===== config.mk =====
export PLATFORM = sky130hd
export DESIGN_NAME = finder_pattern_run_scanner_flat
export DESIGN_NICKNAME = d
export VERILOG_FILES = /design/src/sv/fprs_pkg.sv /design/src/sv/fprs_pix_if.sv /design/src/sv/fprs_res_if.sv /design/src/sv/fprs_cfg_if.sv /design/src/sv/finder_pattern_run_scanner.sv /design/src/sv/fprs_front.sv /design/src/sv/fprs_queue.sv /design/src/sv/fprs_score.sv /design/src/flat_wrapper.sv
export VERILOG_INCLUDE_DIRS = /design/src /design/src/sv
export SDC_FILE = /design/constraint.sdc
export NUM_CORES = 2
export LEC_CHECK = 0
export ABC_AREA = 0
export BUFFER_PORTS_ARGS = -buffer_cell sky130_fd_sc_hd__buf_4
export CORE_ASPECT_RATIO = 1.5
export CORE_MARGIN = 2
export CORE_UTILIZATION = 27
export CTS_CLUSTER_DIAMETER = 120
export DETAILED_ROUTE_END_ITERATION = 7
export HOLD_SLACK_MARGIN = 0.05
export PLACE_DENSITY = 0.49
export SLEW_MARGIN = 20
export SYNTH_ARGS = -nofsm -noshare
export SYNTH_HDL_FRONTEND = slang
export SYNTH_SLANG_ARGS = --single-unit

===== constraint.sdc =====
create_clock -name clk_i -period 11.4 [get_ports clk_i]
set_clock_uncertainty 0.05 [all_clocks]
set_input_delay 1.14 -clock clk_i [delete_from_list [all_inputs] [get_ports clk_i]]
set_output_delay 1.14 -clock clk_i [all_outputs]
set_load 0.03 [all_outputs]

===== src/sv/finder_pattern_run_scanner_macros.svh =====
// ----------------------------------------------------------------------------
// Finder pattern run scanner assertion macros
// Concurrent assertion shorthands, clocked on clk_i, held off during reset.
// ----------------------------------------------------------------------------
`ifndef FINDER_PATTERN_RUN_SCANNER_MACROS_SVH
`define FINDER_PATTERN_RUN_SCANNER_MACROS_SVH

// Same-cycle implication
`define FPRS_ASSERT_NOW(lbl, ante, cons, msg) \
  lbl: assert property (@(posedge clk_i) disable iff (!rst_ni) (ante) |-> (cons)) \
    else $error(msg);

// Next-cycle implication
`define FPRS_ASSERT_NEXT(lbl, ante, cons, msg) \
  lbl: assert property (@(posedge clk_i) disable iff (!rst_ni) (ante) |=> (cons)) \
    else $error(msg);

`endif


===== src/sv/fprs_pkg.sv =====
// ----------------------------------------------------------------------------
// Finder pattern run scanner package
// Widths, scoring constants and shared types of the run scanner.
// ----------------------------------------------------------------------------
package fprs_pkg;

  // Field widths
  localparam int RUN_BITS   = 12;
  localparam int COL_BITS   = 12;
  localparam int EDGE_BITS  = 3;
  localparam int CEN_BITS   = 14;
  localparam int SIZE_BITS  = 15;
  localparam int SCORE_BITS = 8;
  localparam int PHASE_BITS = 3;

  // Five scored runs; the sum of five widths fits in three extra bits
  localparam int NUM_RUNS = 5;
  localparam int CTR_RUN  = 2;
  localparam int SUM_BITS = RUN_BITS + 3;
  localparam int ABS_BITS = SUM_BITS + 2;
  localparam int CALC_BITS = ((COL_BITS > RUN_BITS) ? COL_BITS : RUN_BITS) + 3;

  localparam logic [RUN_BITS-1:0] RUN_MAX = '1;

  // Divide by seven: multiply by a rounded-up reciprocal and shift
  localparam int DIV_SHIFT = SUM_BITS + 3;
  localparam int DIV_BITS  = DIV_SHIFT - 2;
  localparam int PROD_BITS = SUM_BITS + DIV_BITS;
  localparam logic [DIV_BITS-1:0] DIV_MUL = DIV_BITS'(((2 ** DIV_SHIFT) + 6) / 7);
  localparam int ROUND_ADD = 3;

  // Phase codes (count of edges seen)
  localparam logic [PHASE_BITS-1:0] PH_IDLE   = 3'd0;
  localparam logic [PHASE_BITS-1:0] PH_RESUME = 3'd4;
  localparam logic [PHASE_BITS-1:0] PH_SCORE  = 3'd6;

  // Ratio rule
  localparam int MIN_RUN     = 2;
  localparam int MIN_PATTERN = MIN_RUN * NUM_RUNS;
  localparam int MIN_TOL     = 2;
  localparam int SCORE_BASE  = 20;
  localparam int SCORE_SYM   = 50;
  localparam int SCORE_MOD   = 14;
  localparam int SCORE_CTR   = 42;

  // Result saturation
  localparam int CEN_MIN  = -8192;
  localparam int CEN_MAX  = 4095;
  localparam int SIZE_MAX = 32767;

  localparam logic [SCORE_BITS-1:0] MIN_SCORE_RST = 8'd160;

  // Front to back queue
  localparam int QDEPTH   = 2;
  localparam int QPTR_BITS = (QDEPTH > 1) ? $clog2(QDEPTH) : 1;
  localparam int QCNT_BITS = $clog2(QDEPTH + 1);

  typedef logic [RUN_BITS-1:0] run_t;

  // One classified pixel: candidate flag and the widths to score
  typedef struct packed {
    logic                        cand;
    logic [COL_BITS-1:0]         column;
    run_t [NUM_RUNS-1:0]         w;
  } item_t;

  typedef struct packed {
    logic full;
    logic empty;
  } q_stat_t;

endpackage


===== src/sv/fprs_pix_if.sv =====
// ----------------------------------------------------------------------------
// Pixel channel
// Valid/ready channel carrying one edge class per pixel.
// ----------------------------------------------------------------------------
interface fprs_pix_if;
  logic                                valid;
  logic                                ready;
  logic signed [fprs_pkg::EDGE_BITS-1:0] edge_class;
  logic [fprs_pkg::COL_BITS-1:0]       column;
  logic                                row_start;

  modport source (output valid, output edge_class, output column, output row_start,
                  input ready);
  modport sink   (input valid, input edge_class, input column, input row_start,
                  output ready);
endinterface


===== src/sv/fprs_res_if.sv =====
// ----------------------------------------------------------------------------
// Result channel
// Valid/ready channel carrying one scan result per pixel.
// ----------------------------------------------------------------------------
interface fprs_res_if;
  logic                                 valid;
  logic                                 ready;
  logic                                 found;
  logic signed [fprs_pkg::CEN_BITS-1:0] centre_column;
  logic [fprs_pkg::SIZE_BITS-1:0]       pattern_size;

  modport source (output valid, output found, output centre_column,
                  output pattern_size, input ready);
  modport sink   (input valid, input found, input centre_column,
                  input pattern_size, output ready);
endinterface


===== src/sv/fprs_cfg_if.sv =====
// ----------------------------------------------------------------------------
// Configuration channel
// Valid/ready write channel for the minimum score register.
// ----------------------------------------------------------------------------
interface fprs_cfg_if;
  logic                            valid;
  logic                            ready;
  logic [fprs_pkg::SCORE_BITS-1:0] min_score;

  modport source (output valid, output min_score, input ready);
  modport sink   (input valid, input min_score, output ready);
endinterface


===== src/sv/finder_pattern_run_scanner.sv =====
// ----------------------------------------------------------------------------
// Finder pattern run scanner
// Counts dark/light run widths along a row of edge classes and reports
// 1:1:3:1:1 finder pattern candidates with their centre column and size.
// ----------------------------------------------------------------------------
// Usage:
//   pix_i  : one beat per pixel (edge_class, column, row_start). row_start
//            clears the run state before that pixel is counted.
//   res_o  : exactly one beat per pixel, in order. found marks a candidate;
//            centre_column and pattern_size are zero when found is low.
//   cfg_i  : writes min_score (reset 160); write only while no pixel is in
//            flight. cfg_i.ready is always high.
// Timing:
//   A pixel accepted on pix_i is pushed into the two-entry queue; the
//   scorer pops it into the sum stage, then come the reciprocal multiply
//   for sum/7, module size and score stages, whose result register
//   drives res_o. Throughput is one pixel per cycle while res_o does not
//   stall; the run tracker updates its run state in the cycle a pixel is
//   accepted.
// Reset clears the run state, the queue and every pipeline valid.
// When res_o stalls, the scorer pipeline holds and the queue fills; pix_i
// ready drops only once the queue is full.
// ----------------------------------------------------------------------------
module finder_pattern_run_scanner (
  input  logic       clk_i,
  input  logic       rst_ni,
  fprs_pix_if.sink   pix_i,
  fprs_cfg_if.sink   cfg_i,
  fprs_res_if.source res_o
);

  `include "finder_pattern_run_scanner_macros.svh"

  logic [fprs_pkg::SCORE_BITS-1:0] min_score_q;
  fprs_pkg::q_stat_t               q_stat;
  fprs_pkg::item_t                 push_item, pop_item;
  logic                            q_push, q_pop;

  // Minimum score register
  assign cfg_i.ready = 1'b1;

  always_ff @(posedge clk_i or negedge rst_ni) begin
    if (!rst_ni) begin
      min_score_q <= fprs_pkg::MIN_SCORE_RST;
    end else if (cfg_i.valid) begin
      min_score_q <= cfg_i.min_score;
    end
  end

  fprs_front u_front (
    .clk_i    (clk_i),
    .rst_ni   (rst_ni),
    .pix_i    (pix_i),
    .q_stat_i (q_stat),
    .push_o   (q_push),
    .item_o   (push_item)
  );

  fprs_queue u_queue (
    .clk_i  (clk_i),
    .rst_ni (rst_ni),
    .push_i (q_push),
    .item_i (push_item),
    .pop_i  (q_pop),
    .stat_o (q_stat),
    .item_o (pop_item)
  );

  fprs_score u_score (
    .clk_i       (clk_i),
    .rst_ni      (rst_ni),
    .q_stat_i    (q_stat),
    .item_i      (pop_item),
    .pop_o       (q_pop),
    .min_score_i (min_score_q),
    .res_o       (res_o)
  );

  // Checks
  `FPRS_ASSERT_NOW(a_found_min_size, res_o.valid && res_o.found, res_o.pattern_size >= fprs_pkg::SIZE_BITS'(fprs_pkg::MIN_PATTERN), "candidate smaller than five minimum runs")
  `FPRS_ASSERT_NOW(a_miss_zero, res_o.valid && !res_o.found, res_o.centre_column == '0 && res_o.pattern_size == '0, "non-candidate result carries nonzero fields")
  `FPRS_ASSERT_NEXT(a_full_holds, q_stat.full && !q_pop, q_stat.full, "queue lost an item without a pop")

endmodule


===== src/sv/fprs_front.sv =====
// ----------------------------------------------------------------------------
// Run tracker
// Follows the dark/light runs along a row and pushes one item per pixel,
// flagged as a candidate when the sixth run begins.
// ----------------------------------------------------------------------------
module fprs_front (
  input  logic               clk_i,
  input  logic               rst_ni,
  fprs_pix_if.sink           pix_i,
  input  fprs_pkg::q_stat_t  q_stat_i,
  output logic               push_o,
  output fprs_pkg::item_t    item_o
);

  // Phase holds 0..5 between beats; 6 only exists within a beat
  logic [fprs_pkg::PHASE_BITS-1:0]            phase_q, phase_d;
  fprs_pkg::run_t [fprs_pkg::NUM_RUNS-1:0]    w_q, w_d;

  logic [fprs_pkg::PHASE_BITS-1:0]            ph, ph_n;
  fprs_pkg::run_t [fprs_pkg::NUM_RUNS-1:0]    wc, w_inc;
  logic                                       neg, pos, cand;

  assign pix_i.ready = !q_stat_i.full;
  assign push_o      = pix_i.valid && pix_i.ready;

  // Edge decode and run update
  always_comb begin
    ph  = pix_i.row_start ? fprs_pkg::PH_IDLE : phase_q;
    wc  = pix_i.row_start ? '0 : w_q;
    neg = pix_i.edge_class[fprs_pkg::EDGE_BITS-1];
    pos = !neg && (pix_i.edge_class != '0);

    ph_n = ph;
    if (ph == fprs_pkg::PH_IDLE) begin
      if (neg) ph_n = ph + fprs_pkg::PHASE_BITS'(1);
    end else if (ph[0]) begin
      if (pos) ph_n = ph + fprs_pkg::PHASE_BITS'(1);
    end else begin
      if (neg) ph_n = ph + fprs_pkg::PHASE_BITS'(1);
    end

    // Saturating width count of the run this pixel falls in
    w_inc = wc;
    for (int i = 0; i < fprs_pkg::NUM_RUNS; i++) begin
      if (ph_n == fprs_pkg::PHASE_BITS'(i + 1) && wc[i] != fprs_pkg::RUN_MAX) begin
        w_inc[i] = wc[i] + fprs_pkg::RUN_BITS'(1);
      end
    end

    cand = (ph_n == fprs_pkg::PH_SCORE);

    // After a score, keep the last three runs; the new sixth run is one wide
    if (cand) begin
      phase_d  = fprs_pkg::PH_RESUME;
      w_d[0]   = w_inc[2];
      w_d[1]   = w_inc[3];
      w_d[2]   = w_inc[4];
      w_d[3]   = fprs_pkg::RUN_BITS'(1);
      w_d[4]   = '0;
    end else begin
      phase_d  = ph_n;
      w_d      = w_inc;
    end

    item_o.cand   = cand;
    item_o.column = pix_i.column;
    item_o.w      = w_inc;
  end

  // Run state
  always_ff @(posedge clk_i or negedge rst_ni) begin
    if (!rst_ni) begin
      phase_q <= fprs_pkg::PH_IDLE;
      w_q     <= '0;
    end else if (push_o) begin
      phase_q <= phase_d;
      w_q     <= w_d;
    end
  end

endmodule


===== src/sv/fprs_queue.sv =====
// ----------------------------------------------------------------------------
// Item queue
// Short FIFO between the run tracker and the scorer.
// ----------------------------------------------------------------------------
module fprs_queue (
  input  logic               clk_i,
  input  logic               rst_ni,
  input  logic               push_i,
  input  fprs_pkg::item_t    item_i,
  input  logic               pop_i,
  output fprs_pkg::q_stat_t  stat_o,
  output fprs_pkg::item_t    item_o
);

  fprs_pkg::item_t                 mem_q [fprs_pkg::QDEPTH];
  logic [fprs_pkg::QPTR_BITS-1:0]  wr_ptr_q, rd_ptr_q;
  logic [fprs_pkg::QCNT_BITS-1:0]  cnt_q;
  logic                            do_push, do_pop;

  assign stat_o.full  = (cnt_q == fprs_pkg::QCNT_BITS'(fprs_pkg::QDEPTH));
  assign stat_o.empty = (cnt_q == '0);
  assign do_push      = push_i && !stat_o.full;
  assign do_pop       = pop_i && !stat_o.empty;
  assign item_o       = mem_q[rd_ptr_q];

  // Storage
  always_ff @(posedge clk_i) begin
    if (do_push) mem_q[wr_ptr_q] <= item_i;
  end

  // Pointers and fill count
  always_ff @(posedge clk_i or negedge rst_ni) begin
    if (!rst_ni) begin
      wr_ptr_q <= '0;
      rd_ptr_q <= '0;
      cnt_q    <= '0;
    end else begin
      if (do_push) begin
        wr_ptr_q <= (wr_ptr_q == fprs_pkg::QPTR_BITS'(fprs_pkg::QDEPTH - 1)) ? '0
                    : wr_ptr_q + fprs_pkg::QPTR_BITS'(1);
      end
      if (do_pop) begin
        rd_ptr_q <= (rd_ptr_q == fprs_pkg::QPTR_BITS'(fprs_pkg::QDEPTH - 1)) ? '0
                    : rd_ptr_q + fprs_pkg::QPTR_BITS'(1);
      end
      if (do_push && !do_pop) cnt_q <= cnt_q + fprs_pkg::QCNT_BITS'(1);
      else if (do_pop && !do_push) cnt_q <= cnt_q - fprs_pkg::QCNT_BITS'(1);
    end
  end

endmodule


===== src/sv/fprs_score.sv =====
// ----------------------------------------------------------------------------
// Ratio scorer
// Four-stage pipeline scoring five run widths against the 1:1:3:1:1 rule.
// ----------------------------------------------------------------------------
module fprs_score (
  input  logic                               clk_i,
  input  logic                               rst_ni,
  input  fprs_pkg::q_stat_t                  q_stat_i,
  input  fprs_pkg::item_t                    item_i,
  output logic                               pop_o,
  input  logic [fprs_pkg::SCORE_BITS-1:0]    min_score_i,
  fprs_res_if.source                         res_o
);

  localparam logic signed [fprs_pkg::CALC_BITS-1:0] CEN_LO =
    fprs_pkg::CALC_BITS'(fprs_pkg::CEN_MIN);
  localparam logic signed [fprs_pkg::CALC_BITS-1:0] CEN_HI =
    fprs_pkg::CALC_BITS'(fprs_pkg::CEN_MAX);

  function automatic logic [fprs_pkg::ABS_BITS-1:0] absdiff(
    logic [fprs_pkg::ABS_BITS-1:0] a, logic [fprs_pkg::ABS_BITS-1:0] b);
    return (a > b) ? a - b : b - a;
  endfunction

  // Stage handshake
  logic v1_q, v2_q, v3_q, vo_q;
  logic rdy1, rdy2, rdy3, rdy_o;

  assign rdy_o = !vo_q || res_o.ready;
  assign rdy3  = !v3_q || rdy_o;
  assign rdy2  = !v2_q || rdy3;
  assign rdy1  = !v1_q || rdy2;
  assign pop_o = !q_stat_i.empty && rdy1;

  // Stage 1: sum, shape gate, centre column
  logic                                       p1_cand, p1_gate;
  fprs_pkg::run_t [fprs_pkg::NUM_RUNS-1:0]    p1_w;
  logic [fprs_pkg::SUM_BITS-1:0]              p1_sum, sum1;
  logic signed [fprs_pkg::CEN_BITS-1:0]       p1_cen, cen1;
  logic signed [fprs_pkg::CALC_BITS-1:0]      cen_full;
  logic                                       gate1;

  always_comb begin
    sum1  = '0;
    gate1 = 1'b1;
    for (int i = 0; i < fprs_pkg::NUM_RUNS; i++) begin
      sum1 = sum1 + fprs_pkg::SUM_BITS'(item_i.w[i]);
      if (item_i.w[i] < fprs_pkg::RUN_BITS'(fprs_pkg::MIN_RUN)) gate1 = 1'b0;
      if (i != fprs_pkg::CTR_RUN && item_i.w[fprs_pkg::CTR_RUN] <= item_i.w[i]) begin
        gate1 = 1'b0;
      end
    end
    cen_full = fprs_pkg::CALC_BITS'(item_i.column)
             - fprs_pkg::CALC_BITS'(item_i.w[4])
             - fprs_pkg::CALC_BITS'(item_i.w[3])
             - fprs_pkg::CALC_BITS'(item_i.w[fprs_pkg::CTR_RUN] >> 1);
    if (cen_full < CEN_LO)      cen1 = fprs_pkg::CEN_BITS'(CEN_LO);
    else if (cen_full > CEN_HI) cen1 = fprs_pkg::CEN_BITS'(CEN_HI);
    else                        cen1 = fprs_pkg::CEN_BITS'(cen_full);
  end

  always_ff @(posedge clk_i) begin
    if (rdy1) begin
      p1_cand <= item_i.cand;
      p1_gate <= gate1;
      p1_w    <= item_i.w;
      p1_sum  <= sum1;
      p1_cen  <= cen1;
    end
  end

  // Stage 2: reciprocal product for round(sum/7)
  logic                                       p2_cand, p2_gate;
  fprs_pkg::run_t [fprs_pkg::NUM_RUNS-1:0]    p2_w;
  logic [fprs_pkg::SUM_BITS-1:0]              p2_sum;
  logic signed [fprs_pkg::CEN_BITS-1:0]       p2_cen;
  logic [fprs_pkg::PROD_BITS-1:0]             p2_prod;

  always_ff @(posedge clk_i) begin
    if (rdy2) begin
      p2_cand <= p1_cand;
      p2_gate <= p1_gate;
      p2_w    <= p1_w;
      p2_sum  <= p1_sum;
      p2_cen  <= p1_cen;
      p2_prod <= fprs_pkg::PROD_BITS'(p1_sum + fprs_pkg::SUM_BITS'(fprs_pkg::ROUND_ADD))
               * fprs_pkg::PROD_BITS'(fprs_pkg::DIV_MUL);
    end
  end

  // Stage 3: module size and tolerances
  logic                                       p3_cand, p3_gate;
  fprs_pkg::run_t [fprs_pkg::NUM_RUNS-1:0]    p3_w;
  logic [fprs_pkg::SUM_BITS-1:0]              p3_sum;
  logic signed [fprs_pkg::CEN_BITS-1:0]       p3_cen;
  logic [fprs_pkg::SUM_BITS-1:0]              p3_m, p3_v, m3, v3;
  logic [fprs_pkg::ABS_BITS-1:0]              p3_m3, p3_v3;

  always_comb begin
    m3 = fprs_pkg::SUM_BITS'(p2_prod >> fprs_pkg::DIV_SHIFT);
    v3 = m3 >> 1;
    if (v3 < fprs_pkg::SUM_BITS'(fprs_pkg::MIN_TOL)) v3 = fprs_pkg::SUM_BITS'(fprs_pkg::MIN_TOL);
  end

  always_ff @(posedge clk_i) begin
    if (rdy3) begin
      p3_cand <= p2_cand;
      p3_gate <= p2_gate;
      p3_w    <= p2_w;
      p3_sum  <= p2_sum;
      p3_cen  <= p2_cen;
      p3_m    <= m3;
      p3_v    <= v3;
      p3_m3   <= fprs_pkg::ABS_BITS'(m3) + fprs_pkg::ABS_BITS'({m3, 1'b0});
      p3_v3   <= fprs_pkg::ABS_BITS'(v3) + fprs_pkg::ABS_BITS'({v3, 1'b0});
    end
  end

  // Stage 4: score, threshold and result register
  logic [fprs_pkg::ABS_BITS-1:0]   m_x, v_x;
  logic [fprs_pkg::SCORE_BITS-1:0] score;
  logic                            found4;
  logic [fprs_pkg::SIZE_BITS-1:0]  size4;

  always_comb begin
    m_x   = fprs_pkg::ABS_BITS'(p3_m);
    v_x   = fprs_pkg::ABS_BITS'(p3_v);
    score = fprs_pkg::SCORE_BITS'(fprs_pkg::SCORE_BASE);
    if (absdiff(fprs_pkg::ABS_BITS'(p3_w[0]), fprs_pkg::ABS_BITS'(p3_w[4])) < v_x)
      score = score + fprs_pkg::SCORE_BITS'(fprs_pkg::SCORE_SYM);
    if (absdiff(fprs_pkg::ABS_BITS'(p3_w[1]), fprs_pkg::ABS_BITS'(p3_w[3])) < v_x)
      score = score + fprs_pkg::SCORE_BITS'(fprs_pkg::SCORE_SYM);
    for (int i = 0; i < fprs_pkg::NUM_RUNS; i++) begin
      if (i != fprs_pkg::CTR_RUN && absdiff(m_x, fprs_pkg::ABS_BITS'(p3_w[i])) < v_x)
        score = score + fprs_pkg::SCORE_BITS'(fprs_pkg::SCORE_MOD);
    end
    if (absdiff(p3_m3, fprs_pkg::ABS_BITS'(p3_w[fprs_pkg::CTR_RUN])) < p3_v3)
      score = score + fprs_pkg::SCORE_BITS'(fprs_pkg::SCORE_CTR);

    found4 = p3_cand && p3_gate && (score > min_score_i);
    size4  = (32'(p3_sum) > fprs_pkg::SIZE_MAX) ? fprs_pkg::SIZE_BITS'(fprs_pkg::SIZE_MAX)
           : fprs_pkg::SIZE_BITS'(p3_sum);
  end

  always_ff @(posedge clk_i) begin
    if (rdy_o) begin
      res_o.found         <= found4;
      res_o.centre_column <= found4 ? p3_cen : '0;
      res_o.pattern_size  <= found4 ? size4 : '0;
    end
  end

  // Stage valids
  always_ff @(posedge clk_i or negedge rst_ni) begin
    if (!rst_ni) begin
      v1_q <= 1'b0;
      v2_q <= 1'b0;
      v3_q <= 1'b0;
      vo_q <= 1'b0;
    end else begin
      if (rdy1)  v1_q <= pop_o;
      if (rdy2)  v2_q <= v1_q;
      if (rdy3)  v3_q <= v2_q;
      if (rdy_o) vo_q <= v3_q;
    end
  end

  assign res_o.valid = vo_q;

endmodule

===== src/flat_wrapper.sv =====
// flat-port wrapper written by rule: the top's interface ports become plain ports
module finder_pattern_run_scanner_flat 
  (clk_i, rst_ni, pix_i_valid, pix_i_edge_class, pix_i_column, pix_i_row_start, pix_i_ready, cfg_i_valid, cfg_i_min_score, cfg_i_ready, res_o_valid, res_o_found, res_o_centre_column, res_o_pattern_size, res_o_ready);
  fprs_pix_if pix_i_i ();
  fprs_cfg_if cfg_i_i ();
  fprs_res_if res_o_i ();
  input  logic clk_i;
  input  logic rst_ni;
  input wire logic [$bits(pix_i_i.valid)-1:0] pix_i_valid;
  input wire logic [$bits(pix_i_i.edge_class)-1:0] pix_i_edge_class;
  input wire logic [$bits(pix_i_i.column)-1:0] pix_i_column;
  input wire logic [$bits(pix_i_i.row_start)-1:0] pix_i_row_start;
  output wire logic [$bits(pix_i_i.ready)-1:0] pix_i_ready;
  input wire logic [$bits(cfg_i_i.valid)-1:0] cfg_i_valid;
  input wire logic [$bits(cfg_i_i.min_score)-1:0] cfg_i_min_score;
  output wire logic [$bits(cfg_i_i.ready)-1:0] cfg_i_ready;
  output wire logic [$bits(res_o_i.valid)-1:0] res_o_valid;
  output wire logic [$bits(res_o_i.found)-1:0] res_o_found;
  output wire logic [$bits(res_o_i.centre_column)-1:0] res_o_centre_column;
  output wire logic [$bits(res_o_i.pattern_size)-1:0] res_o_pattern_size;
  input wire logic [$bits(res_o_i.ready)-1:0] res_o_ready;
  assign pix_i_i.valid = pix_i_valid;
  assign pix_i_i.edge_class = pix_i_edge_class;
  assign pix_i_i.column = pix_i_column;
  assign pix_i_i.row_start = pix_i_row_start;
  assign pix_i_ready = pix_i_i.ready;
  assign cfg_i_i.valid = cfg_i_valid;
  assign cfg_i_i.min_score = cfg_i_min_score;
  assign cfg_i_ready = cfg_i_i.ready;
  assign res_o_valid = res_o_i.valid;
  assign res_o_found = res_o_i.found;
  assign res_o_centre_column = res_o_i.centre_column;
  assign res_o_pattern_size = res_o_i.pattern_size;
  assign res_o_i.ready = res_o_ready;
  finder_pattern_run_scanner u_core (.clk_i(clk_i), .rst_ni(rst_ni), .pix_i(pix_i_i), .cfg_i(cfg_i_i), .res_o(res_o_i));
endmodule

==> impl_metrics.toml <==
[run_status]
status = "completed"

[place]
dp_hpwl_um = 86900
place_ws_ns = 0.992
place_congestion = 0.895
io_buffers = 60

[finish]
area_growth_pct = 12.9
fillers = 14994
nets = 4214
drive_gt1_share_pct = 8.71
antenna_cells = 0

[synth]
synth-seq-cells = 593
synthSimpleGateAreaFrac_pct = 8.85
synthDistinctLibCells = 102
synthAdderAreaFrac_pct = 21.2
synth.area.top_cells = "edfxtp_1 (39%), ha_1 (16%), fa_1 (5.2%)"
avgSynthCellArea_um2 = 11.4
synth-compound-area-share_pct = 11.6
synthFlopType = "edfxtp_1"
synthCells = 3485
yosysWarnings = 0
synth_xor_area_share_pct = 5.04
yosysTopAreaCellShare_pct = 39.0
synth_fp_nets = 4124
synthTopCellsByCount = "edfxtp_1 (514), ha_1 (508), inv_1 (400)"
synth_top_area_cell = "edfxtp_1"
synth_top_family_by_area = "adder cells"
muxShareOfSynthArea_pct = 4.62
synth_edf_count = 514
seq_area_frac_synth_pct = 44.0
yosysMostFrequentCell = "edfxtp_1"
async_flop_share_pct = 13.3
mappedNetlistArea_um2 = 39600

[timing]
worst_slack_ns = 1.15
hold_slack_ns = 0.363
final.setup.tns_ns = 0
hold_viol_final = 0
grt_setup_unrepaired = "no"
slew_viol_final = 0
final-setup-viol-count = 0
fmax_ghz = 0.0975
period_needed_ns = 10.25
fin_crit_sh_pct = 89.9
max_slew_margin_pct = 31.0
worstMarginPinSlew_ns = 1.03

[floorplanning]
ios = 62
start_util_pct = 27.1
die_h_um = 473
die_w_um = 317
dieArea_um2 = 150000
num_rows = 172
core_area_um2 = 146000

[global_route]
grt_max_degree = 103
grt-ovfl-total = 0
grt_pass1_wl_um = 167000
grt.total_usage_pct = 14.8
antenna_found_initial = 0
grt_pass1_vias = 26785

[clock_network]
htreeDepth = 3
cts.sinks = 593
clockRootBuffer = "clkbuf_16"
cts_tree = "built"
clockBufferDepth = 3
path_clk_slew_ns = 0.06
clk-insertion-delay-late_ns = 0.64
cts_buffers = 66

[worst_setup_path]
critical-path-max-stage-delay_ns = 0.61
path_common_cell = "o21ai_0"
crit_path_start_kind = "register"
worst-path-max-fanout = 30
slowest_stage = "fa_1"
cp-end-kind = "register"
cp.required_ns = 11.73
startpoint = "u_core.u_score.p3_w[13]$_DFFE_PP_"
crit_type = "reg -> reg"
reg2reg_from = "u_core.u_score.p3_w[13]$_DFFE_PP_"
arrival_ns = 10.58

[drt]
drc = 0
drt_iter0_drc = 1209
wirelength_um = 110000
avgRoutedWirePerCell_um = 19.8
vias = 25786
ant_nets = 0
firstDrtPassIters = 5
via_per_inst = 4.65

[hold_path]
hold_path.class = "reg -> reg"
hp-start = "u_core.u_score.p2_w[37]$_DFFE_PP_"

[flow_run]
maxCapViolations = 0
==> worst max-delay path, delay by kind of cell, from the launching register on <==
kind	cells	cell delay [ns]
compound gates	23	4.40
xor+xnor	1	0.29
fa+ha+maj	7	2.35
buf+inv	2	0.41
simple gates	10	0.91
flops	1	0.43
mux	4	1.14
==> final cells by class <==
type,count,area [µm²],area share (%)
clock buffers,82,1740,3.90
clock inverters,37,395,0.885
inverters,400,1500,3.36
multi-input cells,2405,20400,45.6
flip-flops and latches,593,17400,39.0
well taps,1914,2390,5.36
repair buffers,109,838,1.88
==> layer usage <==
metal / share of wire [%] / global-route usage, %
met2: 54 / 28.1
met1: 39 / 16.1
met5: 0 / 0
met3: 2.7 / 1.83
met4: 4.8 / 6.78
==> sequential cells by signal (all words and copies together), names as in the netlist, 15 cells and up <==
| signal | flops |
|---|---|
| u_core.u_queue.mem_q | 146 |
| u_core.u_front.w_q | 60 |
| u_core.u_score.p1_w | 60 |
| u_core.u_score.p2_w | 60 |
| u_core.u_score.p3_w | 60 |
| u_core.u_score.p1_sum | 15 |
| u_core.u_score.p2_sum | 15 |
| u_core.u_score.p3_sum | 15 |
| u_core.u_score.res_o.pattern_size | 15 |
==> repair_timing <==
action / CTS / global route
resized for setup: 0 / 1
buffers inserted: 0 / 2
setup endpoints to repair: 0 / 30
hold buffers: 0 / 0
==> cells in the final DEF, fill, tap and decap left out, types with 39 or more instances in the layout <==
cell type,n
a21oi_1,226
ha_1,508
inv_1,400
xnor2_1,135
nand3_1,39
dfrtp_1,76
and2_1,40
nor2_1,126
mux2i_1,116
fa_1,102
edfxtp_1,514
nand2_1,187
buf_4,108
o21ai_0,174
a21o_1,82
mux2_2,55
xor2_1,84
clkbuf_16,67
nor2b_1,61
nand2b_1,49
nand4_1,61
==> stage by stage <==
step	area [µm²]	std cells	util [%]
6_report	44700	5540	30.6
5_1_grt	44700	5540	30.6
4_1_cts	44600	5537	30.6
3_5_place_dp	42500	5418	29.1
3_3_place_gp	42500	5418	29.1
2_1_floorplan	39600	3485	-
==> path summary, 6_finish.rpt <==
kind	end	slack [ns]	cells past startpoint
worst min register to register	u_core.u_score.p3_w[37]$_DFFE_PP_	0.36	0
min in group asynchronous	u_core.u_queue.cnt_q[0]$_DFFE_PN0P_	0.40	1
max in group asynchronous	u_core.u_front.w_q[5]$_DFFE_PN0P_	9.66	2
worst max register to register	u_core.u_score.res_o.pattern_size[13]$_SDFFCE_PN0P_	1.15	47
worst min-delay path	u_core.u_score.p3_w[37]$_DFFE_PP_	0.36	0
worst max-delay path	u_core.u_score.res_o.pattern_size[13]$_SDFFCE_PN0P_	1.15	47
==> kinds of logic (layout without fill, tap and decap cells) <==
group | after synthesis | count (layout)
xor gates and xnor gates | 223 | 223
AOI/OAI and AO/OA | 721 | 721
buffers and inverters | 487 | 628
and+or+nand+nor | 676 | 676
DFF | 593 | 593
adders and majority gates | 610 | 610
muxes | 174 | 174
other | 1 | 1
Power is not shown: default switching activity piles up to over one toggle a cycle in this logic, so the estimate is an artifact.
